**src/sv/gbbs_pkg.sv**
```systemverilog
// Shared constants and types for the grid bracket binary search block.
// No dependencies; every other file but gbbs_ram imports this package.
package gbbs_pkg;

    localparam int DEPTH  = 1024;
    localparam int ADDR_W = (DEPTH > 1) ? $clog2(DEPTH) : 1;
    localparam int LEN_W  = 11;
    localparam int IDX_W  = 10;
    localparam int VAL_W  = 32;

    localparam logic [LEN_W-1:0] LEN_RESET = 11'd1024;
    localparam logic [LEN_W-1:0] LEN_MIN   = 11'd2;
    localparam logic [LEN_W-1:0] LEN_MAX   = LEN_W'(DEPTH);

    localparam logic ACT_WRITE  = 1'b0;
    localparam logic ACT_SEARCH = 1'b1;

    typedef struct packed {
        logic              we;
        logic [ADDR_W-1:0] addr;
        logic [VAL_W-1:0]  wdata;
    } t_ram_req;

endpackage

```
**src/sv/gbbs_search.sv**
```systemverilog
// Search sequencer: takes input transactions, drives the grid RAM port and
// runs one probe per cycle through a shared compare/add unit. Uses gbbs_pkg.
module gbbs_search (
    input  logic                       i_clk,
    input  logic                       i_rst_n,
    input  logic                       i_valid,
    output logic                       o_ready,
    input  logic                       i_action,
    input  logic [gbbs_pkg::IDX_W-1:0] i_entry_index,
    input  logic signed [gbbs_pkg::VAL_W-1:0] i_value,
    input  logic [gbbs_pkg::LEN_W-1:0] i_len,
    output gbbs_pkg::t_ram_req         o_ram_req,
    input  logic [gbbs_pkg::VAL_W-1:0] i_ram_rdata,
    output logic                       o_valid,
    input  logic                       i_ready,
    output logic [gbbs_pkg::IDX_W-1:0] o_lower_index,
    output logic [gbbs_pkg::IDX_W-1:0] o_upper_index
);
    import gbbs_pkg::*;

    typedef enum logic [1:0] {
        ST_IDLE,
        ST_SEARCH,
        ST_HOLD
    } t_state;

    t_state             r_state;
    logic [LEN_W-1:0]   r_first;
    logic [LEN_W-1:0]   r_count;
    logic [LEN_W-1:0]   r_len;
    logic [ADDR_W-1:0]  r_probe;
    logic signed [VAL_W-1:0] r_value;
    logic [IDX_W-1:0]   r_upper;
    logic               r_out_valid;
    logic [IDX_W-1:0]   r_out_lower;
    logic [IDX_W-1:0]   r_out_upper;

    logic               accept;
    logic               out_free;
    logic               out_load;
    logic               entry_lt;
    logic [LEN_W-1:0]   half;
    logic [LEN_W-1:0]   n_first;
    logic [LEN_W-1:0]   n_count;
    logic [LEN_W-1:0]   n_probe;
    logic [LEN_W-1:0]   start_probe;
    logic [LEN_W-1:0]   upper_fin;
    logic               idx_ok;

    assign o_ready  = (r_state == ST_IDLE);
    assign accept   = i_valid && o_ready;
    assign out_free = !r_out_valid || i_ready;
    // load the output register when a search finishes or a held result moves out
    assign out_load = out_free &&
                      ((r_state == ST_SEARCH && n_count == '0) || r_state == ST_HOLD);

    // Shared probe unit: compare the entry just read, narrow the range,
    // and form the next probe address.
    always_comb begin
        half     = r_count >> 1;
        entry_lt = $signed(i_ram_rdata) < r_value;
        if (entry_lt) begin
            n_first = LEN_W'(r_probe) + LEN_W'(1);
            n_count = r_count - half - LEN_W'(1);
        end else begin
            n_first = r_first;
            n_count = half;
        end
        n_probe     = n_first + (n_count >> 1);
        start_probe = LEN_W'(1) + ((i_len - LEN_W'(1)) >> 1);
        upper_fin   = (n_first == r_len) ? (r_len - LEN_W'(1)) : n_first;
        idx_ok      = (LEN_W'(i_entry_index) < LEN_MAX);
    end

    always_comb begin
        o_ram_req.we    = 1'b0;
        o_ram_req.addr  = n_probe[ADDR_W-1:0];
        o_ram_req.wdata = i_value;
        if (r_state == ST_IDLE) begin
            if (accept && i_action == ACT_WRITE) begin
                o_ram_req.we   = idx_ok;
                o_ram_req.addr = ADDR_W'(i_entry_index);
            end else begin
                o_ram_req.addr = start_probe[ADDR_W-1:0];
            end
        end
    end

    always_ff @(posedge i_clk) begin
        if (!i_rst_n) begin
            r_state     <= ST_IDLE;
            r_out_valid <= 1'b0;
        end else begin
            if (out_load) begin
                r_out_valid <= 1'b1;
            end else if (r_out_valid && i_ready) begin
                r_out_valid <= 1'b0;
            end
            case (r_state)
                ST_IDLE: begin
                    if (accept && i_action == ACT_SEARCH) begin
                        r_first <= LEN_W'(1);
                        r_count <= i_len - LEN_W'(1);
                        r_len   <= i_len;
                        r_probe <= start_probe[ADDR_W-1:0];
                        r_value <= i_value;
                        r_state <= ST_SEARCH;
                    end
                end
                ST_SEARCH: begin
                    r_first <= n_first;
                    r_count <= n_count;
                    r_probe <= n_probe[ADDR_W-1:0];
                    if (n_count == '0) begin
                        r_upper <= IDX_W'(upper_fin);
                        if (out_free) begin
                            r_out_upper <= IDX_W'(upper_fin);
                            r_out_lower <= IDX_W'(upper_fin - LEN_W'(1));
                            r_state     <= ST_IDLE;
                        end else begin
                            r_state <= ST_HOLD;
                        end
                    end
                end
                ST_HOLD: begin
                    // hold the finished result until the output register frees
                    if (out_free) begin
                        r_out_upper <= r_upper;
                        r_out_lower <= r_upper - IDX_W'(1);
                        r_state     <= ST_IDLE;
                    end
                end
                default: begin
                    r_state <= ST_IDLE;
                end
            endcase
        end
    end

    assign o_valid       = r_out_valid;
    assign o_lower_index = r_out_lower;
    assign o_upper_index = r_out_upper;

endmodule

```
**config.mk**
```make
export PLATFORM = sky130hd
export DESIGN_NAME = gbbs_search
export DESIGN_NICKNAME = d
export VERILOG_FILES = /design/src/sv/gbbs_pkg.sv /design/src/sv/gbbs_search.sv
export SDC_FILE = /design/constraint.sdc
export NUM_CORES = 1
export LEC_CHECK = 0
export BUFFER_PORTS_ARGS = -buffer_cell sky130_fd_sc_hd__buf_4
export CORE_UTILIZATION = 25
export CTS_BUF_LIST = sky130_fd_sc_hd__clkbuf_16
export DETAILED_ROUTE_END_ITERATION = 10
export PLACE_DENSITY = 0.4
export SKIP_LAST_GASP = 1
export SLEW_MARGIN = 20
export SYNTH_ARGS = -nofsm -noshare
export SYNTH_HDL_FRONTEND = slang
export SYNTH_SLANG_ARGS = --single-unit
export TNS_END_PERCENT = 100
```
**constraint.sdc**
```tcl
create_clock -name i_clk -period 10 [get_ports i_clk]
set_clock_uncertainty 0.05 [all_clocks]
set_input_delay 1 -clock i_clk [delete_from_list [all_inputs] [get_ports i_clk]]
set_output_delay 1 -clock i_clk [all_outputs]
set_load 0.05 [all_outputs]
```
==> results of run 1 <==
==> worst max-delay path by stage <==
stage | from | endpoint | slack, ps | cells after the start
floorplan | i_ram_rdata[31] | o_ram_req[41] | 3170 | 24
global placement | i_ram_rdata[31] | o_ram_req[41] | 3040 | 24
detailed placement | i_ram_rdata[31] | o_ram_req[41] | 2940 | 24
CTS | i_ram_rdata[31] | o_ram_req[41] | 2920 | 24
global route | i_ram_rdata[31] | o_ram_req[41] | 2410 | 24
finish | i_ram_rdata[31] | o_ram_req[41] | 3010 | 24
==> cell usage after synthesis (all sizes together) (4+ instances only) <==
cell type | n | share of area, %
and4 | 4 | 0.50
a211oi | 5 | 0.50
a21o | 11 | 1.1
mux2i | 18 | 2.4
nand2b | 5 | 0.41
nor3b | 4 | 0.46
nand4 | 8 | 0.86
and3 | 5 | 0.41
clkbuf | 20 | 1.0
nand2 | 60 | 3.0
edfxtp | 105 | 42
nor3 | 16 | 1.1
o22ai | 4 | 0.33
xor2 | 26 | 3.0
a21boi | 4 | 0.40
inv | 77 | 3.8
or4 | 5 | 0.55
and2 | 6 | 0.50
nor2 | 50 | 2.6
ha | 55 | 9.1
nand3 | 10 | 0.73
o21ai | 34 | 2.3
nor4 | 11 | 1.3
nor2b | 6 | 0.50
o21bai | 6 | 0.60
xnor2 | 42 | 4.9
buf | 40 | 3.9
o21a | 4 | 0.40
mux2 | 7 | 1.0
a211o | 4 | 0.46
a21oi | 58 | 3.9
==> sequential cells by signal, summed over array words and instances, names as in the netlist <==
name,flops
r_upper,10
o_upper_index,10
r_len,11
r_first,11
r_value,32
r_count,11
r_probe,10
r_state,2
o_lower_index,10
o_valid,1
==> layout make-up <==
cell class | instances | area share [%]
Tap cell | 390 | 5.32
Sequential cell | 108 | 35.1
Multi-Input combinational cell | 505 | 40.2
Clock inverter | 7 | 0.724
Clock buffer | 9 | 2.46
Inverter | 77 | 3.15
Timing Repair Buffer | 160 | 13.1
==> stage by stage <==
step / hold WS (ps) / instances / instance area (sq um) / power, mW / util, %
final: 460 / 1256 / 9170 / 1.30 / 30.9
after global routing: 481 / 1256 / 9170 / 1.38 / 30.9
after CTS: 464 / 1256 / 9170 / 1.32 / 30.9
after detailed placement: 446 / 1240 / 8870 / 0.952 / 29.9
after global placement: 449 / 1240 / 8870 / 0.954 / 29.9
after floorplan: 459 / 750 / 7540 / 0.834 / -
==> cells by family after synthesis <==
group,after synthesis,share of synthesized area [%]
multiplexers,25,3.44
AO/OA/AOI/OAI,154,12.8
buffers and inverters,137,8.78
flip-flops,108,42.6
adder cells (fa/ha/maj),57,9.66
AND/OR/NAND/NOR,197,13.6
XOR/XNOR,72,9.13
==> power by group through the flow <==
stage	clock network [mW]	logic (mW)	registers, mW
detailed placement	0	0.408	0.544
finish	0.367	0.404	0.534
CTS	0.379	0.411	0.534
floorplan	0	0.296	0.538
global placement	0	0.410	0.544
global route	0.396	0.450	0.536
==> routing by layer <==
layer  vias up  part of all wire [%]  GRT usage [%]
met5         -                     0              0
met4         0                   1.4           4.06
met3        13                   3.2           1.67
met2        90                    48           22.7
met1      2586                    48           18.1
li1       2857                     -              -
==> critical path: cells and delay by family <==
family | cells | cell delay, ps
AO/OA/AOI/OAI | 10 | 1830
XOR/XNOR | 2 | 300
adder cells (fa/ha/maj) | 2 | 690
buffers and inverters | 4 | 500
multiplexers | 1 | 160
AND/OR/NAND/NOR | 5 | 1430
==> placed cells by master, fill, tap and decap left out, types with 16 or more instances in the layout <==
master    instances
xnor2_1          42
buf_4           160
nor3_1           16
ha_1             55
nor2_1           48
o21ai_0          32
xor2_1           26
inv_1            77
edfxtp_1        105
a21oi_1          57
nand2_1          60
mux2i_1          18
==> results.json, run 1 <==
{
  "status": "finished clean",
  "reg2reg_setup_slack_ps": 4490,
  "cellLeakagePower_nw": 3.79,
  "p_switching_uw": 433,
  "crit_chain": "buf_4 -> ha_1 -> nand4_4 -> nor4_4 -> inv_1 -> o22ai_1 -> nor3_1 -> nor2_4 -> nor2_1 -> a21oi_1 -> inv_1 -> ha_1 -> a21o_1 -> a21oi_1 -> o21bai_1 -> a21oi_1 -> o21bai_1 -> a21oi_1 -> o21bai_1 -> a21oi_1 -> xor2_1 -> xnor2_1 -> mux2i_1 -> buf_4",
  "nNetsFinal": 1008,
  "path_common_cell": "a21oi_1",
  "clk_pin_slew_worst_paths_ps": 80,
  "htree_num_levels": 3,
  "power.share.sequential_pct": 40.9,
  "synth-edff-count": 105,
  "cts_sinks": 108,
  "diodes": 0,
  "post-place-ws_ps": 2940,
  "yosysWarnings": 0,
  "cts_resized": 0,
  "maxCapViolCount": 0,
  "hp-class": "reg -> reg",
  "regArea_sq_mm": 0.00321,
  "clkPwrFrac_pct": 28.1,
  "antenna_found_initial": 0,
  "via_count": 5546,
  "cts_setup_buffers": 0,
  "post-route-drc-count": 0,
  "syn_nets": 897,
  "fin_crit_sh_pct": 69.9,
  "grt_setup_unrepaired": "no",
  "fmax_ghz": 0.143,
  "final.setup.tns_ps": 0,
  "tightest_slew_ps": 997,
  "maxSlewViolCount": 0,
  "multi_input_area_sq_mm": 0.00368,
  "arrival_ps": 5940,
  "place_hpwl_microns": 16000,
  "syn-instance-count": 750,
  "worstPathRequired_ps": 8950,
  "root_buffer": "clkbuf_16",
  "initial_core_util_pct": 25.4,
  "min_to": "r_state[1]$_SDFFE_PN0P_",
  "powerDensity_mw_per_mm2": 142,
  "hold_start": "o_valid$_SDFFE_PN0P_",
  "gp_congestion": 0.761,
  "criticalPathCategory": "in -> out",
  "setup_violations": 0,
  "wl_per_cell_microns": 16.0,
  "io_pins": 155,
  "area_growth_pct": 21.6,
  "ctsHoldBuffers": 0,
  "dr.first_iter.drc_count": 251,
  "syn_area_sq_mm": 0.00754,
  "fp.dieArea_sq_mm": 0.0309,
  "detail_route.first_pass.iterations": 4,
  "async_reset_ff_share_pct": 0,
  "globalRouteOverflowTotal": 0,
  "clk_latency_ps": 360,
  "holdPathStages": 1,
  "num_rows": 63,
  "cts_buffer_depth": 2,
  "endpoint_kind": "primary output",
  "ys.flop_type": "edfxtp_1",
  "nFillCells": 3155,
  "portBuffers": 154,
  "max_stage_delay_ps": 680,
  "synth_area_per_cell_sq_um": 10.1,
  "totalWireLength_microns": 20100,
  "peakVddDrop_mv": 0.0787,
  "ys_seq_area_share_pct": 42.6,
  "timing.rr.end": "o_lower_index[3]$_DFFE_PP_",
  "synth.distinct_cells": 68,
  "cp-start-kind": "input pin",
  "rr_startpoint": "r_value[31]$_DFFE_PP_",
  "ant_nets": 0,
  "core_area_sq_mm": 0.0296,
  "cp_max_fo": 33,
  "grt_pass1_wl_microns": 31700,
  "cellInternalPower_uw": 872,
  "die_h_microns": 176,
  "ys_seq_elements": 108,
  "tritoncts": "yes",
  "drive_gt1_share_pct": 23.0,
  "die_w_microns": 176,
  "reg2reg_depth": 14,
  "min_period_ps": 6990,
  "grt_pass1_vias": 5515,
  "crit_slowest_cell": "nor2_4",
  "routed_via_density": 4.42,
  "relSlewSlack_pct": 32.9,
  "grt_max_degree": 44,
  "p_sw_share_pct": 33.2,
  "setup_ws_ps": 3010,
  "hold_viol_final": 0,
  "cts_buffers": 9,
  "globalRouteTotalUtil_pct": 13.5,
  "combinationalPowerShare_pct": 31.0
}
Note: power is estimated with default switching activity, not from simulation.
==> run 2: changes to the inputs <==
PLACE_DENSITY = 0.41   (was 0.4)
clock period = 6.3 ns   (was 10 ns; I/O delays follow)
==> run 2 against run 1 <==
Utilization grew 0.35 points. Combinational power grew 64%. Die area is the same. Non-clock buffer count grew 8. Hold slack lost 77 ps. Cell area grew 1.1%. Power grew 61%. Count of clock-buffer cells in the layout is the same. Setup slack lost 2600 ps. Sequential share of layout area shrank 0.40 points. Wire length shrank 1.9%.
==> results.json, run 2 (synthesized netlist as in run 1, its figures left out) <==
{
  "status": "finished clean",
  "grt_pass1_wl_microns": 31000,
  "cts_buffers": 9,
  "powerDensity_mw_per_mm2": 227,
  "worstPathRequired_ps": 5620,
  "maxSlewViolCount": 0,
  "setup_violations": 0,
  "place_hpwl_microns": 15800,
  "layout_common_cells": "buf_4, edfxtp_1, inv_1, nand2_1, a21oi_1",
  "nNetsFinal": 1017,
  "clk_pin_slew_worst_paths_ps": 80,
  "endpoint_kind": "primary output",
  "criticalPathCategory": "in -> out",
  "cp_max_fo": 8,
  "tightest_slew_ps": 945,
  "portBuffers": 154,
  "initial_core_util_pct": 25.4,
  "hp-class": "in -> reg",
  "cts_sinks": 108,
  "diodes": 0,
  "regMostFlops": "r_value",
  "routed_via_density": 4.36,
  "detail_route.first_pass.iterations": 4,
  "largest_register_ff_count": 32,
  "final_common_cell": "buf_4",
  "drive_gt1_share_pct": 24.3,
  "fin_crit_sh_pct": 92.7,
  "min_period_ps": 5840,
  "htree_num_levels": 3,
  "fmax_ghz": 0.171,
  "gp_congestion": 0.742,
  "core_area_sq_mm": 0.0296,
  "hold_ws_ps": 383,
  "hold_viol_final": 0,
  "globalRouteOverflowTotal": 0,
  "num_rows": 63,
  "arrival_ps": 5160,
  "root_buffer": "clkbuf_16",
  "cts_buffer_depth": 2,
  "via_count": 5514,
  "ant_nets": 0,
  "ctsHoldBuffers": 0,
  "tritoncts": "yes",
  "die_w_microns": 176,
  "fp.dieArea_sq_mm": 0.0309,
  "clk_latency_ps": 360,
  "post-route-drc-count": 0,
  "dr.first_iter.drc_count": 233,
  "globalRouteTotalUtil_pct": 13.1,
  "wl_per_cell_microns": 15.6,
  "totalWireLength_microns": 19700,
  "grt_max_degree": 44,
  "post_dp_cell_area_sq_mm": 0.00890,
  "cellLeakagePower_nw": 3.85,
  "final_area_sq_mm": 0.00927,
  "cp-start-kind": "input pin",
  "peakVddDrop_mv": 0.128,
  "die_h_microns": 176,
  "relSlewSlack_pct": 36.4,
  "io_pins": 155,
  "maxCapViolCount": 0,
  "antenna_found_initial": 0,
  "area_growth_pct": 23.0,
  "grt_pass1_vias": 5602,
  "p_total_mw": 2.11,
  "final.setup.tns_ps": 0
}
## run 2: report_power, final
| group | internal, mW | leakage (nW) | switching [mW] | total, mW |
|---|---|---|---|---|
| Clock | 0.315 | 0.151 | 0.283 | 0.598 |
| Sequential | 0.826 | 0.986 | 0.0202 | 0.846 |
| Combinational | 0.260 | 2.71 | 0.402 | 0.661 |
## run 2: final timing paths
kind                                       startpoint                    endpoint  slack, ps  cells after the start
worst max register to register  r_value[31]$_DFFE_PP_  o_lower_index[8]$_DFFE_PP_        950                     18
worst min register to register   o_valid$_SDFFE_PN0P_     r_state[1]$_SDFFE_PN0P_        460                      1
worst min-delay path                          i_ready     r_state[1]$_SDFFE_PN0P_        380                      2
worst max-delay path                  i_ram_rdata[31]               o_ram_req[41]        460                     24
## run 2: timing repair
| item | 4_1_cts | 5_1_grt |
|---|---|---|
| setup endpoints to repair | 0 | 2 |
| resized for setup | 0 | 4 |
| setup buffers | 0 | 4 |
## run 2: layout make-up
| cell class | instances | area (sq um) |
|---|---|---|
| well taps | 390 | 488 |
| clock inverters | 7 | 82.6 |
| repair buffers | 168 | 1260 |
| fillers | 3127 | 20400 |
| inverters | 77 | 289 |
| flip-flops and latches | 108 | 3210 |
| multi-input cells | 506 | 3710 |
| clock buffers | 9 | 225 |
## run 2: layer usage
metal	routed length, microns	global-route usage, %	up-vias
met3	557	2.32	12
met5	0	0	-
met2	9470	22.3	84
li1	-	-	2874
met4	208	2.72	0
met1	9510	17.3	2544
## run 2: worst max-delay path: stages
cell,delay [ps]
buf_4,110
ha_1,440
nand4_4,180
nor4_4,360
inv_1,90
o22ai_1,330
nor3_4,120
nor2_4,260
nor2_1,70
a21oi_1,170
inv_1,60
ha_1,260
a21o_1,170
a21oi_1,240
o21bai_1,90
a21oi_1,260
o21bai_1,100
a21oi_1,250
o21bai_1,90
a21oi_1,180
xor2_1,190
xnor2_1,110
mux2i_1,160
buf_4,220
## run 2: stage by stage
stage	util, %	worst slack, ps	std cells
finish	31.3	457	1265
global route	31.3	-10.2	1265
CTS	31.1	246	1260
detailed placement	30.0	262	1244
global placement	30.0	331	1244
floorplan	-	214	750
